**src/rtl/gfcpm_pkg.sv**
```systemverilog
// Shared types and constants for the gated frequency counter with pulse mimic.
// Used by the top level, the shared multiply/divide unit and the checker.
// No dependencies.
`default_nettype none

package gfcpm_pkg;

   // Fixed field widths.
   localparam int TPS_WIDTH   = 30;
   localparam int FREQ_WIDTH  = 32;
   localparam int TIMER_WIDTH = 32;
   localparam int CSR_IDX_W   = 2;

   // Reset values of the configuration registers.
   localparam logic [TPS_WIDTH-1:0]   TPS_RESET   = 30'd1000;
   localparam logic [TIMER_WIDTH-1:0] GATE_RESET  = 32'd1000;
   localparam logic [TIMER_WIDTH-1:0] BLINK_RESET = 32'd100;

   typedef enum logic [CSR_IDX_W-1:0] {
      CSR_TICKS_PER_SECOND = 2'd0,
      CSR_GATE_TICKS       = 2'd1,
      CSR_BLINK_TICKS      = 2'd2
   } csr_index_type;

   typedef struct packed {
      logic gate_event;
      logic signal_event;
   } req_type;

   typedef struct packed {
      logic                  led;
      logic [FREQ_WIDTH-1:0] frequency;
      logic                  frequency_new;
   } rsp_type;

   typedef enum logic [1:0] {
      ST_IDLE,
      ST_MEASURE,
      ST_PERIOD,
      ST_FINISH
   } state_type;

   typedef enum logic {
      OP_MULDIV,
      OP_DIV
   } unit_op_type;

   typedef enum logic [1:0] {
      U_IDLE,
      U_MUL,
      U_DIV
   } unit_state_type;

   typedef struct packed {
      logic        start;
      unit_op_type op;
   } unit_cmd_type;

   typedef struct packed {
      logic                  done;
      logic [FREQ_WIDTH-1:0] quotient;
   } unit_status_type;

endpackage

`default_nettype wire

```
**src/rtl/gfcpm_muldiv.sv**
```systemverilog
// Shared serial arithmetic unit: shift-add multiply then restoring division,
// or division alone, with a 32-bit saturated quotient. Depends on gfcpm_pkg.
`default_nettype none

module gfcpm_muldiv import gfcpm_pkg::*; #(
   parameter int COUNT_WIDTH = 32
) (
   input  wire logic                   clock,
   input  wire logic                   reset,
   input  wire unit_cmd_type           cmd,
   input  wire logic [COUNT_WIDTH-1:0] op_a,
   input  wire logic [TPS_WIDTH-1:0]   op_b,
   input  wire logic [FREQ_WIDTH-1:0]  op_d,
   output unit_status_type             status
);

   localparam int PW    = COUNT_WIDTH + TPS_WIDTH;
   localparam int CNT_W = $clog2(PW);

   unit_state_type         ustate_ff, ustate_in;
   logic [CNT_W-1:0]       cnt_ff, cnt_in;
   logic [PW-1:0]          acc_ff, acc_in;
   logic [TPS_WIDTH-1:0]   mlt_ff, mlt_in;
   logic [COUNT_WIDTH-1:0] a_ff, a_in;
   logic [FREQ_WIDTH-1:0]  d_ff, d_in;
   logic [FREQ_WIDTH-1:0]  rem_ff, rem_in;
   logic [FREQ_WIDTH-1:0]  q_ff, q_in;
   logic                   sat_ff, sat_in;
   logic                   done_ff, done_in;

   logic [FREQ_WIDTH:0]    trial;
   logic                   fits;

   // One restoring-division step on the next dividend bit.
   assign trial = {rem_ff, acc_ff[PW-1]};
   assign fits  = trial >= {1'b0, d_ff};

   always_comb begin
      ustate_in = ustate_ff;
      case (ustate_ff)
         U_IDLE: begin
            if (cmd.start) begin
               ustate_in = (cmd.op == OP_MULDIV) ? U_MUL : U_DIV;
            end
         end
         U_MUL: begin
            if (cnt_ff == '0) begin
               ustate_in = U_DIV;
            end
         end
         U_DIV: begin
            if (cnt_ff == '0) begin
               ustate_in = U_IDLE;
            end
         end
         default: ustate_in = U_IDLE;
      endcase
   end

   always_comb begin
      cnt_in  = cnt_ff;
      acc_in  = acc_ff;
      mlt_in  = mlt_ff;
      a_in    = a_ff;
      d_in    = d_ff;
      rem_in  = rem_ff;
      q_in    = q_ff;
      sat_in  = sat_ff;
      done_in = 1'b0;
      case (ustate_ff)
         U_IDLE: begin
            if (cmd.start) begin
               a_in   = op_a;
               mlt_in = op_b;
               d_in   = op_d;
               rem_in = '0;
               q_in   = '0;
               sat_in = 1'b0;
               cnt_in = CNT_W'(TPS_WIDTH - 1);
               if (cmd.op == OP_MULDIV) begin
                  acc_in = '0;
               end else begin
                  acc_in = {op_b, {COUNT_WIDTH{1'b0}}};
               end
            end
         end
         U_MUL: begin
            acc_in = {acc_ff[PW-2:0], 1'b0}
                     + (mlt_ff[TPS_WIDTH-1] ? PW'(a_ff) : '0);
            mlt_in = {mlt_ff[TPS_WIDTH-2:0], 1'b0};
            cnt_in = (cnt_ff == '0) ? CNT_W'(PW - 1) : cnt_ff - 1'b1;
         end
         U_DIV: begin
            rem_in = fits ? FREQ_WIDTH'(trial - {1'b0, d_ff})
                          : trial[FREQ_WIDTH-1:0];
            q_in   = {q_ff[FREQ_WIDTH-2:0], fits};
            // A quotient bit at weight 2^32 or above means overflow.
            sat_in = sat_ff | (fits && (cnt_ff >= CNT_W'(FREQ_WIDTH)));
            acc_in = {acc_ff[PW-2:0], 1'b0};
            if (cnt_ff == '0) begin
               done_in = 1'b1;
            end else begin
               cnt_in = cnt_ff - 1'b1;
            end
         end
         default: begin
            done_in = 1'b0;
         end
      endcase
   end

   always_ff @(posedge clock) begin
      if (reset) begin
         ustate_ff <= U_IDLE;
         done_ff   <= 1'b0;
      end else begin
         ustate_ff <= ustate_in;
         done_ff   <= done_in;
      end
      cnt_ff <= cnt_in;
      acc_ff <= acc_in;
      mlt_ff <= mlt_in;
      a_ff   <= a_in;
      d_ff   <= d_in;
      rem_ff <= rem_in;
      q_ff   <= q_in;
      sat_ff <= sat_in;
   end

   assign status.done     = done_ff;
   assign status.quotient = sat_ff ? '1 : q_ff;

endmodule

`default_nettype wire

```
**src/rtl/gated_frequency_counter_pulse_mimic.sv**
```systemverilog
// Top level of the gated frequency counter with pulse mimic.
// Depends on gfcpm_pkg and gfcpm_muldiv.
//
// Each input transfer is one time tick carrying a gate event and a signal
// event, and each tick produces exactly one output transfer with the LED
// level, the last measured frequency and a flag that marks a fresh
// measurement. While idle, a gate event opens a window of gate_ticks ticks;
// signal events count from the opening tick up to, but not including, the
// closing tick, saturating at the counter maximum. At the close the block
// publishes count * ticks_per_second / gate_ticks (saturated to 32 bits) and,
// while that frequency is nonzero, blinks the LED once every
// ticks_per_second / frequency ticks, each blink lasting
// min(blink_ticks, period / 2) ticks. Zero register values act as one.
// The block takes one tick at a time. A plain tick passes through accept,
// then hand-off to the output register. A tick in which a pulse is due also
// runs a 30-step division and waits for the unit to report done.
// A tick that closes a window runs the shared serial unit for a 30-step
// multiply and a (COUNT_WIDTH + 30)-step division and waits for done, then
// the period division when the result is nonzero. The one multiply/divide
// unit works one bit per cycle; a stalled result holds back the hand-off.
// The result sits in an output register, so the next tick is accepted while
// the previous result still waits to be taken. Configuration writes are
// always ready and must arrive while idle.
`default_nettype none

module gated_frequency_counter_pulse_mimic import gfcpm_pkg::*; #(
   parameter int COUNT_WIDTH = 32
) (
   input  wire logic                  clock,
   input  wire logic                  reset,
   input  wire logic                  req_valid,
   output logic                       req_stall,
   input  wire req_type               req_data,
   output logic                       rsp_valid,
   input  wire logic                  rsp_stall,
   output rsp_type                    rsp_data,
   input  wire logic                  csr_valid,
   output logic                       csr_ready,
   input  wire logic [CSR_IDX_W-1:0]  csr_index,
   input  wire logic [31:0]           csr_wdata
);

   // Configuration registers.
   logic [TPS_WIDTH-1:0]   tps_ff, tps_in;
   logic [TIMER_WIDTH-1:0] gate_ff, gate_in;
   logic [TIMER_WIDTH-1:0] blink_ff, blink_in;

   // Counter and pulse state.
   state_type              state_ff, state_in;
   logic                   counting_ff, counting_in;
   logic [COUNT_WIDTH-1:0] count_ff, count_in;
   logic [TIMER_WIDTH-1:0] window_ff, window_in;
   logic [FREQ_WIDTH-1:0]  freq_ff, freq_in;
   logic [TIMER_WIDTH-1:0] pulse_left_ff, pulse_left_in;
   logic                   pulse_pend_ff, pulse_pend_in;
   logic                   led_ff, led_in;
   logic [TIMER_WIDTH-1:0] off_left_ff, off_left_in;
   logic                   off_pend_ff, off_pend_in;
   logic                   publish_ff, publish_in;
   logic                   rsp_valid_ff, rsp_valid_in;
   rsp_type                rsp_data_ff, rsp_data_in;

   // Shared unit hookup.
   unit_cmd_type           ucmd;
   unit_status_type        ustat;
   logic [FREQ_WIDTH-1:0]  unit_d;

   // Per-tick helper terms.
   logic                   accept;
   logic                   slot_free;
   logic [TPS_WIDTH-1:0]   tps1;
   logic [TIMER_WIDTH-1:0] gate1;
   logic [TIMER_WIDTH-1:0] blink1;
   logic [TIMER_WIDTH-1:0] off_left_dec;
   logic                   off_due;
   logic [TIMER_WIDTH-1:0] pulse_left_dec;
   logic                   fire;
   logic [TIMER_WIDTH-1:0] window_dec;
   logic                   close_win;
   logic                   counting_after;
   logic                   q_nonzero;
   logic [TIMER_WIDTH-1:0] period;
   logic [TIMER_WIDTH-1:0] half_period;
   logic [TIMER_WIDTH-1:0] on_time;
   logic [TIMER_WIDTH-1:0] off_load;

   gfcpm_muldiv #(
      .COUNT_WIDTH (COUNT_WIDTH)
   ) u_muldiv (
      .clock  (clock),
      .reset  (reset),
      .cmd    (ucmd),
      .op_a   (count_ff),
      .op_b   (tps1),
      .op_d   (unit_d),
      .status (ustat)
   );

   assign accept    = req_valid && !req_stall;
   assign slot_free = !rsp_valid_ff || !rsp_stall;

   // Registers that read as zero behave as one.
   assign tps1   = (tps_ff == '0) ? TPS_WIDTH'(1) : tps_ff;
   assign gate1  = (gate_ff == '0) ? TIMER_WIDTH'(1) : gate_ff;
   assign blink1 = (blink_ff == '0) ? TIMER_WIDTH'(1) : blink_ff;

   // Timer bookkeeping for the tick being accepted: the LED-off timer first,
   // then the pulse timer, then the counting window.
   assign off_left_dec   = (off_left_ff != '0) ? off_left_ff - 1'b1 : '0;
   assign off_due        = off_pend_ff && (off_left_dec == '0);
   assign pulse_left_dec = (pulse_left_ff != '0) ? pulse_left_ff - 1'b1 : '0;
   assign fire           = pulse_pend_ff && (pulse_left_dec == '0);
   assign window_dec     = (window_ff != '0) ? window_ff - 1'b1 : '0;
   assign close_win      = counting_ff && (window_dec == '0);
   assign counting_after = counting_ff && !close_win;

   // Pulse period and LED on time from the period division.
   assign q_nonzero   = ustat.quotient != '0;
   assign period      = q_nonzero ? ustat.quotient : TIMER_WIDTH'(1);
   assign half_period = period >> 1;
   assign on_time     = (half_period < blink1) ? half_period : blink1;
   assign off_load    = (on_time == '0) ? TIMER_WIDTH'(1) : on_time;

   // Next state.
   always_comb begin
      state_in = state_ff;
      case (state_ff)
         ST_IDLE: begin
            if (accept) begin
               if (close_win) begin
                  state_in = ST_MEASURE;
               end else if (fire && (freq_ff != '0)) begin
                  state_in = ST_PERIOD;
               end else begin
                  state_in = ST_FINISH;
               end
            end
         end
         ST_MEASURE: begin
            if (ustat.done) begin
               state_in = q_nonzero ? ST_PERIOD : ST_FINISH;
            end
         end
         ST_PERIOD: begin
            if (ustat.done) begin
               state_in = ST_FINISH;
            end
         end
         ST_FINISH: begin
            if (slot_free) begin
               state_in = ST_IDLE;
            end
         end
         default: state_in = ST_IDLE;
      endcase
   end

   // Outputs of the sequencer: handshake and unit launch.
   always_comb begin
      req_stall  = (state_ff != ST_IDLE);
      ucmd.start = 1'b0;
      ucmd.op    = OP_DIV;
      unit_d     = freq_ff;
      case (state_ff)
         ST_IDLE: begin
            if (accept && close_win) begin
               ucmd.start = 1'b1;
               ucmd.op    = OP_MULDIV;
               unit_d     = gate1;
            end else if (accept && fire && (freq_ff != '0)) begin
               ucmd.start = 1'b1;
            end
         end
         ST_MEASURE: begin
            // The period division uses the frequency just measured.
            unit_d = ustat.quotient;
            if (ustat.done && q_nonzero) begin
               ucmd.start = 1'b1;
            end
         end
         default: begin
            ucmd.start = 1'b0;
         end
      endcase
   end

   assign csr_ready = 1'b1;

   // Configuration writes.
   always_comb begin
      tps_in   = tps_ff;
      gate_in  = gate_ff;
      blink_in = blink_ff;
      if (csr_valid && csr_ready) begin
         case (csr_index_type'(csr_index))
            CSR_TICKS_PER_SECOND: tps_in   = csr_wdata[TPS_WIDTH-1:0];
            CSR_GATE_TICKS:       gate_in  = csr_wdata;
            CSR_BLINK_TICKS:      blink_in = csr_wdata;
            default:              tps_in   = tps_ff;
         endcase
      end
   end

   // Datapath.
   always_comb begin
      counting_in   = counting_ff;
      count_in      = count_ff;
      window_in     = window_ff;
      freq_in       = freq_ff;
      pulse_left_in = pulse_left_ff;
      pulse_pend_in = pulse_pend_ff;
      led_in        = led_ff;
      off_left_in   = off_left_ff;
      off_pend_in   = off_pend_ff;
      publish_in    = publish_ff;
      rsp_data_in   = rsp_data_ff;
      rsp_valid_in  = rsp_valid_ff && rsp_stall;
      case (state_ff)
         ST_IDLE: begin
            if (accept) begin
               if (off_pend_ff) begin
                  off_left_in = off_left_dec;
                  if (off_due) begin
                     led_in      = 1'b0;
                     off_pend_in = 1'b0;
                  end
               end
               if (pulse_pend_ff) begin
                  pulse_left_in = pulse_left_dec;
                  if (fire) begin
                     pulse_pend_in = 1'b0;
                  end
               end
               if (counting_ff) begin
                  window_in = window_dec;
                  if (close_win) begin
                     counting_in = 1'b0;
                  end else if (req_data.signal_event && !(&count_ff)) begin
                     count_in = count_ff + 1'b1;
                  end
               end
               // A gate in the closing tick reopens at once; the unit has
               // already captured the closing count.
               if (!counting_after && req_data.gate_event) begin
                  counting_in = 1'b1;
                  count_in    = req_data.signal_event ? COUNT_WIDTH'(1) : '0;
                  window_in   = gate1;
               end
               publish_in = close_win;
            end
         end
         ST_MEASURE: begin
            if (ustat.done) begin
               freq_in = ustat.quotient;
               // A zero measurement stops pulsing.
               if (!q_nonzero) begin
                  pulse_pend_in = 1'b0;
               end
            end
         end
         ST_PERIOD: begin
            if (ustat.done) begin
               led_in        = 1'b1;
               pulse_left_in = period;
               pulse_pend_in = 1'b1;
               off_left_in   = off_load;
               off_pend_in   = 1'b1;
            end
         end
         ST_FINISH: begin
            if (slot_free) begin
               rsp_valid_in              = 1'b1;
               rsp_data_in.led           = led_ff;
               rsp_data_in.frequency     = freq_ff;
               rsp_data_in.frequency_new = publish_ff;
            end
         end
         default: begin
            rsp_data_in = rsp_data_ff;
         end
      endcase
   end

   always_ff @(posedge clock) begin
      if (reset) begin
         tps_ff        <= TPS_RESET;
         gate_ff       <= GATE_RESET;
         blink_ff      <= BLINK_RESET;
         state_ff      <= ST_IDLE;
         counting_ff   <= 1'b0;
         count_ff      <= '0;
         window_ff     <= '0;
         freq_ff       <= '0;
         pulse_left_ff <= '0;
         pulse_pend_ff <= 1'b0;
         led_ff        <= 1'b0;
         off_left_ff   <= '0;
         off_pend_ff   <= 1'b0;
         publish_ff    <= 1'b0;
         rsp_valid_ff  <= 1'b0;
      end else begin
         tps_ff        <= tps_in;
         gate_ff       <= gate_in;
         blink_ff      <= blink_in;
         state_ff      <= state_in;
         counting_ff   <= counting_in;
         count_ff      <= count_in;
         window_ff     <= window_in;
         freq_ff       <= freq_in;
         pulse_left_ff <= pulse_left_in;
         pulse_pend_ff <= pulse_pend_in;
         led_ff        <= led_in;
         off_left_ff   <= off_left_in;
         off_pend_ff   <= off_pend_in;
         publish_ff    <= publish_in;
         rsp_valid_ff  <= rsp_valid_in;
      end
      rsp_data_ff <= rsp_data_in;
   end

   assign rsp_valid = rsp_valid_ff;
   assign rsp_data  = rsp_data_ff;

endmodule

`default_nettype wire

```
**config.mk**
```make
export PLATFORM = sky130hd
export DESIGN_NAME = gated_frequency_counter_pulse_mimic
export DESIGN_NICKNAME = d
export VERILOG_FILES = /design/src/rtl/gfcpm_pkg.sv /design/src/rtl/gfcpm_muldiv.sv /design/src/rtl/gated_frequency_counter_pulse_mimic.sv
export SDC_FILE = /design/constraint.sdc
export NUM_CORES = 1
export LEC_CHECK = 0
export BUFFER_PORTS_ARGS = -buffer_cell sky130_fd_sc_hd__buf_2
export CAP_MARGIN = 15
export CORE_MARGIN = 2
export CORE_UTILIZATION = 50
export CTS_CLUSTER_SIZE = 28
export DETAILED_ROUTE_END_ITERATION = 6
export MAX_ROUTING_LAYER = met4
export PLACE_DENSITY = 0.66
export SYNTH_ARGS = -nofsm -noshare
export SYNTH_HDL_FRONTEND = slang
export SYNTH_HIERARCHICAL = 1
export SYNTH_SLANG_ARGS = --single-unit
```
**constraint.sdc**
```tcl
create_clock -name clock -period 12.8 [get_ports clock]
set_input_delay 0.64 -clock clock [delete_from_list [all_inputs] [get_ports clock]]
set_output_delay 0.64 -clock clock [all_outputs]
set_load 0.02 [all_outputs]
```
Word level (Yosys, flattened, before mapping)
Index checks and enable logic that the tools add are counted.

word-level totals
  register bits = 526
  latch bits = 0
  bits in writable memories = 0
  ROM bits = 0
  output and inout port bits = 37
  word-level logic and storage cells = 210
  memories = 0

operators by class
  add/sub/neg operators = 7
  multipliers = 0
  divide/modulo/power cells = 0
  magnitude comparators = 3
  eq/ne operators = 20
  shift-type cells = 0
  muxes and demuxes = 83
  bitwise gates (word level) = 2
  reduce and logical (&&, ||, !) cells = 67

operators with widths
  cell                   count
  $mux 32                25
  $pmux 32 s2            5
  $logic_not 32->1       6
  $pmux 62 s3            1
  $reduce_bool 32->1     5
  $mux 62                2
  $sub 32x1->32 const B  3
  $add 62x62->62         1
  $mux 30                2
  $pmux 30 s2            1
  $ge 33x32->1           1
  $add 32x1->32 const B  1
  $lt 31x32->1           1
  $reduce_and 32->1      1
  $sub 32x32->32         1
  $logic_not 30->1       1
  $mux 1                 27
  $reduce_and 2->1       10
  $mux 2                 9
  $mux 6                 3
  $pmux 6 s3             1
  $reduce_and 5->1       3
  $logic_and 1x1->1      14
  $ne 2x2->1 const B     7
  20 further kinds       51

Longest topological paths before layout
  depth after elaboration = 11
  gate-level depth with buffers = 17

By module
Netlist, hierarchy kept.

by module, submodules not included
  module                               times used  cells an instance  area an instance (sq um)  seq. area each (sq um)
  gated_frequency_counter_pulse_mimic  1           2208               16582.2                   6266.0
  gfcpm_muldiv                         1           1353               14078.5                   6876.6

Worst setup path before layout
OpenSTA, ideal clock, no wires.

  kind = flip-flop to flip-flop
  from = register pulse_left_ff[8]
  to = register u_muldiv.cnt_ff[0], enable pin
  library setup time = 0.378 ns
  data arrival time = 6.393 ns
  required time = 12.422 ns
  setup slack = 6.029 ns
  stages on the path, launching flop included = 15
  buffers on the path = 2
  clock period less this slack = 6.771 ns
  cells stage by stage = dfxtp_1 clkbuf_1 nor4_1 nand4b_1 or3_1 nor2_1 clkbuf_1 a31oi_1 nor3_1 o211a_1 a21oi_1 o22ai_1 nor2b_1 nor2_1 a21boi_0

RTL lines
  what                    RTL line                                    text
  from (decl)             gated_frequency_counter_pulse_mimic.sv:54   logic [TIMER_WIDTH-1:0] pulse_left_ff, pulse_left_in;
  from (signal assigned)  gated_frequency_counter_pulse_mimic.sv:310  pulse_left_ff <= pulse_left_in;
  to (signal assigned)    gfcpm_muldiv.sv:120                         cnt_ff <= cnt_in;
  to (decl)               gfcpm_muldiv.sv:21                          logic [CNT_W-1:0] cnt_ff, cnt_in;

==> results.py <==
metrics = {
    "job": {
        "maxCapViolCount": 0,
    },
    "clocking": {
        "cts_setup_buffers": 0,
        "cts_tree": "done",
        "clk_latency_ns": 0.65,
        "clkSinkCount": 526,
        "root_buffer": "clkbuf_16",
        "clockBufferDepth": 3,
        "postCtsResizedCells": 0,
        "postCtsHoldBufs": 0,
        "cts_max_level": 2,
        "cts.reportedPaths.clkPinSlew_ns": 0.06,
        "cts_buffers": 58,
    },
    "die": {
        "io_pins": 78,
        "dieArea_mm2": 0.0633,
        "die_h_um": 252,
        "rows": 90,
        "core_area_mm2": 0.0605,
        "chipWidth_um": 252,
        "initial_utilization": 0.507,
    },
    "route": {
        "routedWlPerCell_um": 22.9,
        "routed_via_density": 6.39,
        "antenna_left": 0,
        "dr.first_iter.drc_count": 2876,
        "route.detailed.drc": 0,
        "vias": 27400,
        "drt_pass1_iterations": 6,
        "wl_um": 98300,
    },
    "cells_and_area": {
        "layout-drive-gt1-share": 0.102,
        "area_growth_pct": 8.87,
        "fill_cells": 5432,
        "final_area_mm2": 0.0334,
        "final_cell_mix": "nand2_1 (529), a21oi_1 (310), dfxtp_1 (265), edfxtp_1 (261), nor2_1 (245)",
        "nNetsFinal": 3612,
        "final_util": 0.552,
        "layout_commonest_cell": "nand2_1",
        "layout.cells.non_filler": 4295,
    },
    "synthesis": {
        "synth_compound_area_frac": 0.191,
        "synth_edf_count": 261,
        "yosys.area.top_type": "edfxtp_1",
        "synth_top_family_by_area": "simple AND/OR/NAND/NOR gates",
        "yosys_warnings": 6,
        "avgSynthCellArea_um2": 8.61,
        "yosys_most_used_dff": "dfxtp_1",
        "synth_area_leaders": "edfxtp_1 (26%), dfxtp_1 (17%), nand2_1 (6.5%)",
        "ys_ff_latch": 526,
        "async_flop_share": 0,
        "syn-instance-count": 3561,
        "yosysUniqueCellTypes": 98,
        "synth_area_mm2": 0.0307,
        "synthAdderAreaFrac": 0.0446,
        "synth-simple-area-share": 0.233,
        "synth_seq_area_share": 0.429,
        "synthesis.nets": 3710,
        "synth_top_area_share": 0.256,
        "synthMuxAreaShare": 0.0223,
        "synth-xor-area-share": 0.0306,
    },
    "power_and_ir_drop": {
        "clockPowerShare": 0.257,
        "max-vdd-ir-drop_mv": 0.276,
        "p_per_area_mw_per_mm2": 209,
        "p_int_mw": 4.01,
        "total_leakage_power_nw": 11.9,
        "p_sw_mw": 2.96,
        "combPwrFrac": 0.449,
        "sw_frac_of_total": 0.424,
        "pwr-share-seq": 0.295,
    },
    "worst_setup_path": {
        "crit_path_max_incr_delay_ns": 0.82,
        "worst_path_max_delay_cell": "nor4_1",
        "critPathCaptureType": "flip-flop",
        "crit_type": "flip-flop to flip-flop",
        "worstPathRequired_ns": 13.06,
        "arrival_ns": 5.83,
        "cp_cell_sequence": "nor4_1, nand4b_1, or3_1, nor2_1, o211ai_1, nor3_1, o211a_1, a21oi_1, o22ai_1, nand2_1, o21ai_4, buf_4",
        "crit_fanout": 65,
        "startpoint_type": "flip-flop",
    },
    "timing": {
        "min_period_ns": 5.57,
        "drv_slew": 0,
        "setup_ws_ns": 7.23,
        "setup_viol": 0,
        "finalHoldViolCount": 0,
        "max-slew-margin-rel": 0.228,
        "finClkSkew_ns": 0.0387,
        "finalCritPeriodShare": 0.435,
        "tightest_slew_ns": 1.15,
        "fin_setup_tns_ns": 0,
        "rsz0062_at_grt": "false",
        "max_freq_ghz": 0.180,
    },
    "place": {
        "port_buffers": 76,
        "dpl.hpwl_um": 68300,
        "dpl_cell_area_mm2": 0.0313,
        "dpl_worst_slack_ns": 7.37,
        "routabilityCongestion": 0.987,
        "dpl.cell_count": 4183,
    },
    "grt": {
        "grt-ovfl-total": 0,
        "grt_pass1_wl_um": 151000,
        "grt_max_degree": 101,
        "grt_antenna_before_repair": 1,
        "first_global_vias": 25700,
        "grt.total_usage": 0.313,
    },
    "worst_hold_path": {
        "hp-class": "input pin to flip-flop",
    },
    "status": {
        "status": "complete, no violations",
    },
}
through the flow:
stage	hold slack [ns]	total power [mW]
floorplan	0.408	4.34
global placement	0.421	5.06
detailed placement	0.419	5.10
CTS	0.256	6.89
global route	0.276	7.37
finish	0.274	6.96
synthesized netlist by cell type, drive strengths merged, types with 39 or more instances:
cell type / number
a211oi: 56
nand3: 73
nor4: 89
or2: 48
clkbuf: 236
or3: 39
o21ai: 182
nand2: 529
dfxtp: 265
ha: 106
mux2: 43
a21oi: 317
nor2: 249
and2: 82
nor3: 126
a22oi: 68
xnor2: 59
edfxtp: 261
xor2: 48
inv: 128
nand4: 53
state kept, by name, summed over array words and instances, names as in the netlist, 2 cells and up:
signal              flops
window_ff              32
u_muldiv/ustate_ff      2
u_muldiv/q_ff          32
u_muldiv/d_ff          32
rsp_data               34
gate_ff                32
count_ff               32
u_muldiv/cnt_ff         6
pulse_left_ff          32
u_muldiv/rem_ff        32
u_muldiv/acc_ff        62
u_muldiv/a_ff          32
off_left_ff            32
state_ff                2
u_muldiv/mlt_ff        30
tps_ff                 30
freq_ff                32
blink_ff               32
logic make-up after synthesis:
kind of cell               after synthesis
and+or+nand+nor                       1453
AOI/OAI and AO/OA                      906
DFF                                    526
buffers and inverters                  397
adders and majority gates              108
xor gates and xnor gates               107
muxes                                   63
other                                    1
metal layers:
layer	vias to the layer above	part of all wire	GRT usage
met4	0	0.034	0.103
met2	1248	0.44	0.467
met3	214	0.090	0.0577
met1	13200	0.43	0.430
li1	12800	-	-
met5	-	0	-
path summary, 6_finish.rpt:
check	start	end	slack [ns]	cells after the start
worst min register to register	led_ff	rsp_data[33]	0.43	0
worst min-delay path	csr_wdata[14]	blink_ff[14]	0.27	3
worst max register to register	pulse_left_ff[8]	u_muldiv/rem_ff[4]	7.23	12
worst max-delay path	pulse_left_ff[8]	u_muldiv/rem_ff[4]	7.23	12
final cells by class:
class                           count  area (um2)  area share
Clock buffer                       79        1680      0.0502
Timing Repair Buffer              111         682      0.0204
Clock inverter                     30         363      0.0109
Antenna cell                        1        2.50   0.0000750
Multi-Input combinational cell   2638       16100       0.481
Sequential cell                   526       13100       0.394
Tap cell                          782         978      0.0293
Inverter                          128         480      0.0144
power by group through the flow:
stage	logic, mW	clock network (mW)	registers, mW
2_1_floorplan	2.31	0	2.03
3_3_place_gp	2.99	0	2.08
3_5_place_dp	3.02	0	2.08
4_1_cts	3.03	1.81	2.05
5_1_grt	3.43	1.88	2.07
6_report	3.13	1.79	2.05
worst max-delay path, delay by kind of cell (launching register included):
family | cells | cell delay, ns
buf+inv | 1 | 0.77
compound gates | 5 | 0.94
flops | 1 | 0.38
simple gates | 6 | 3.04
No activity file was read; power rests on OpenSTA's default activity.
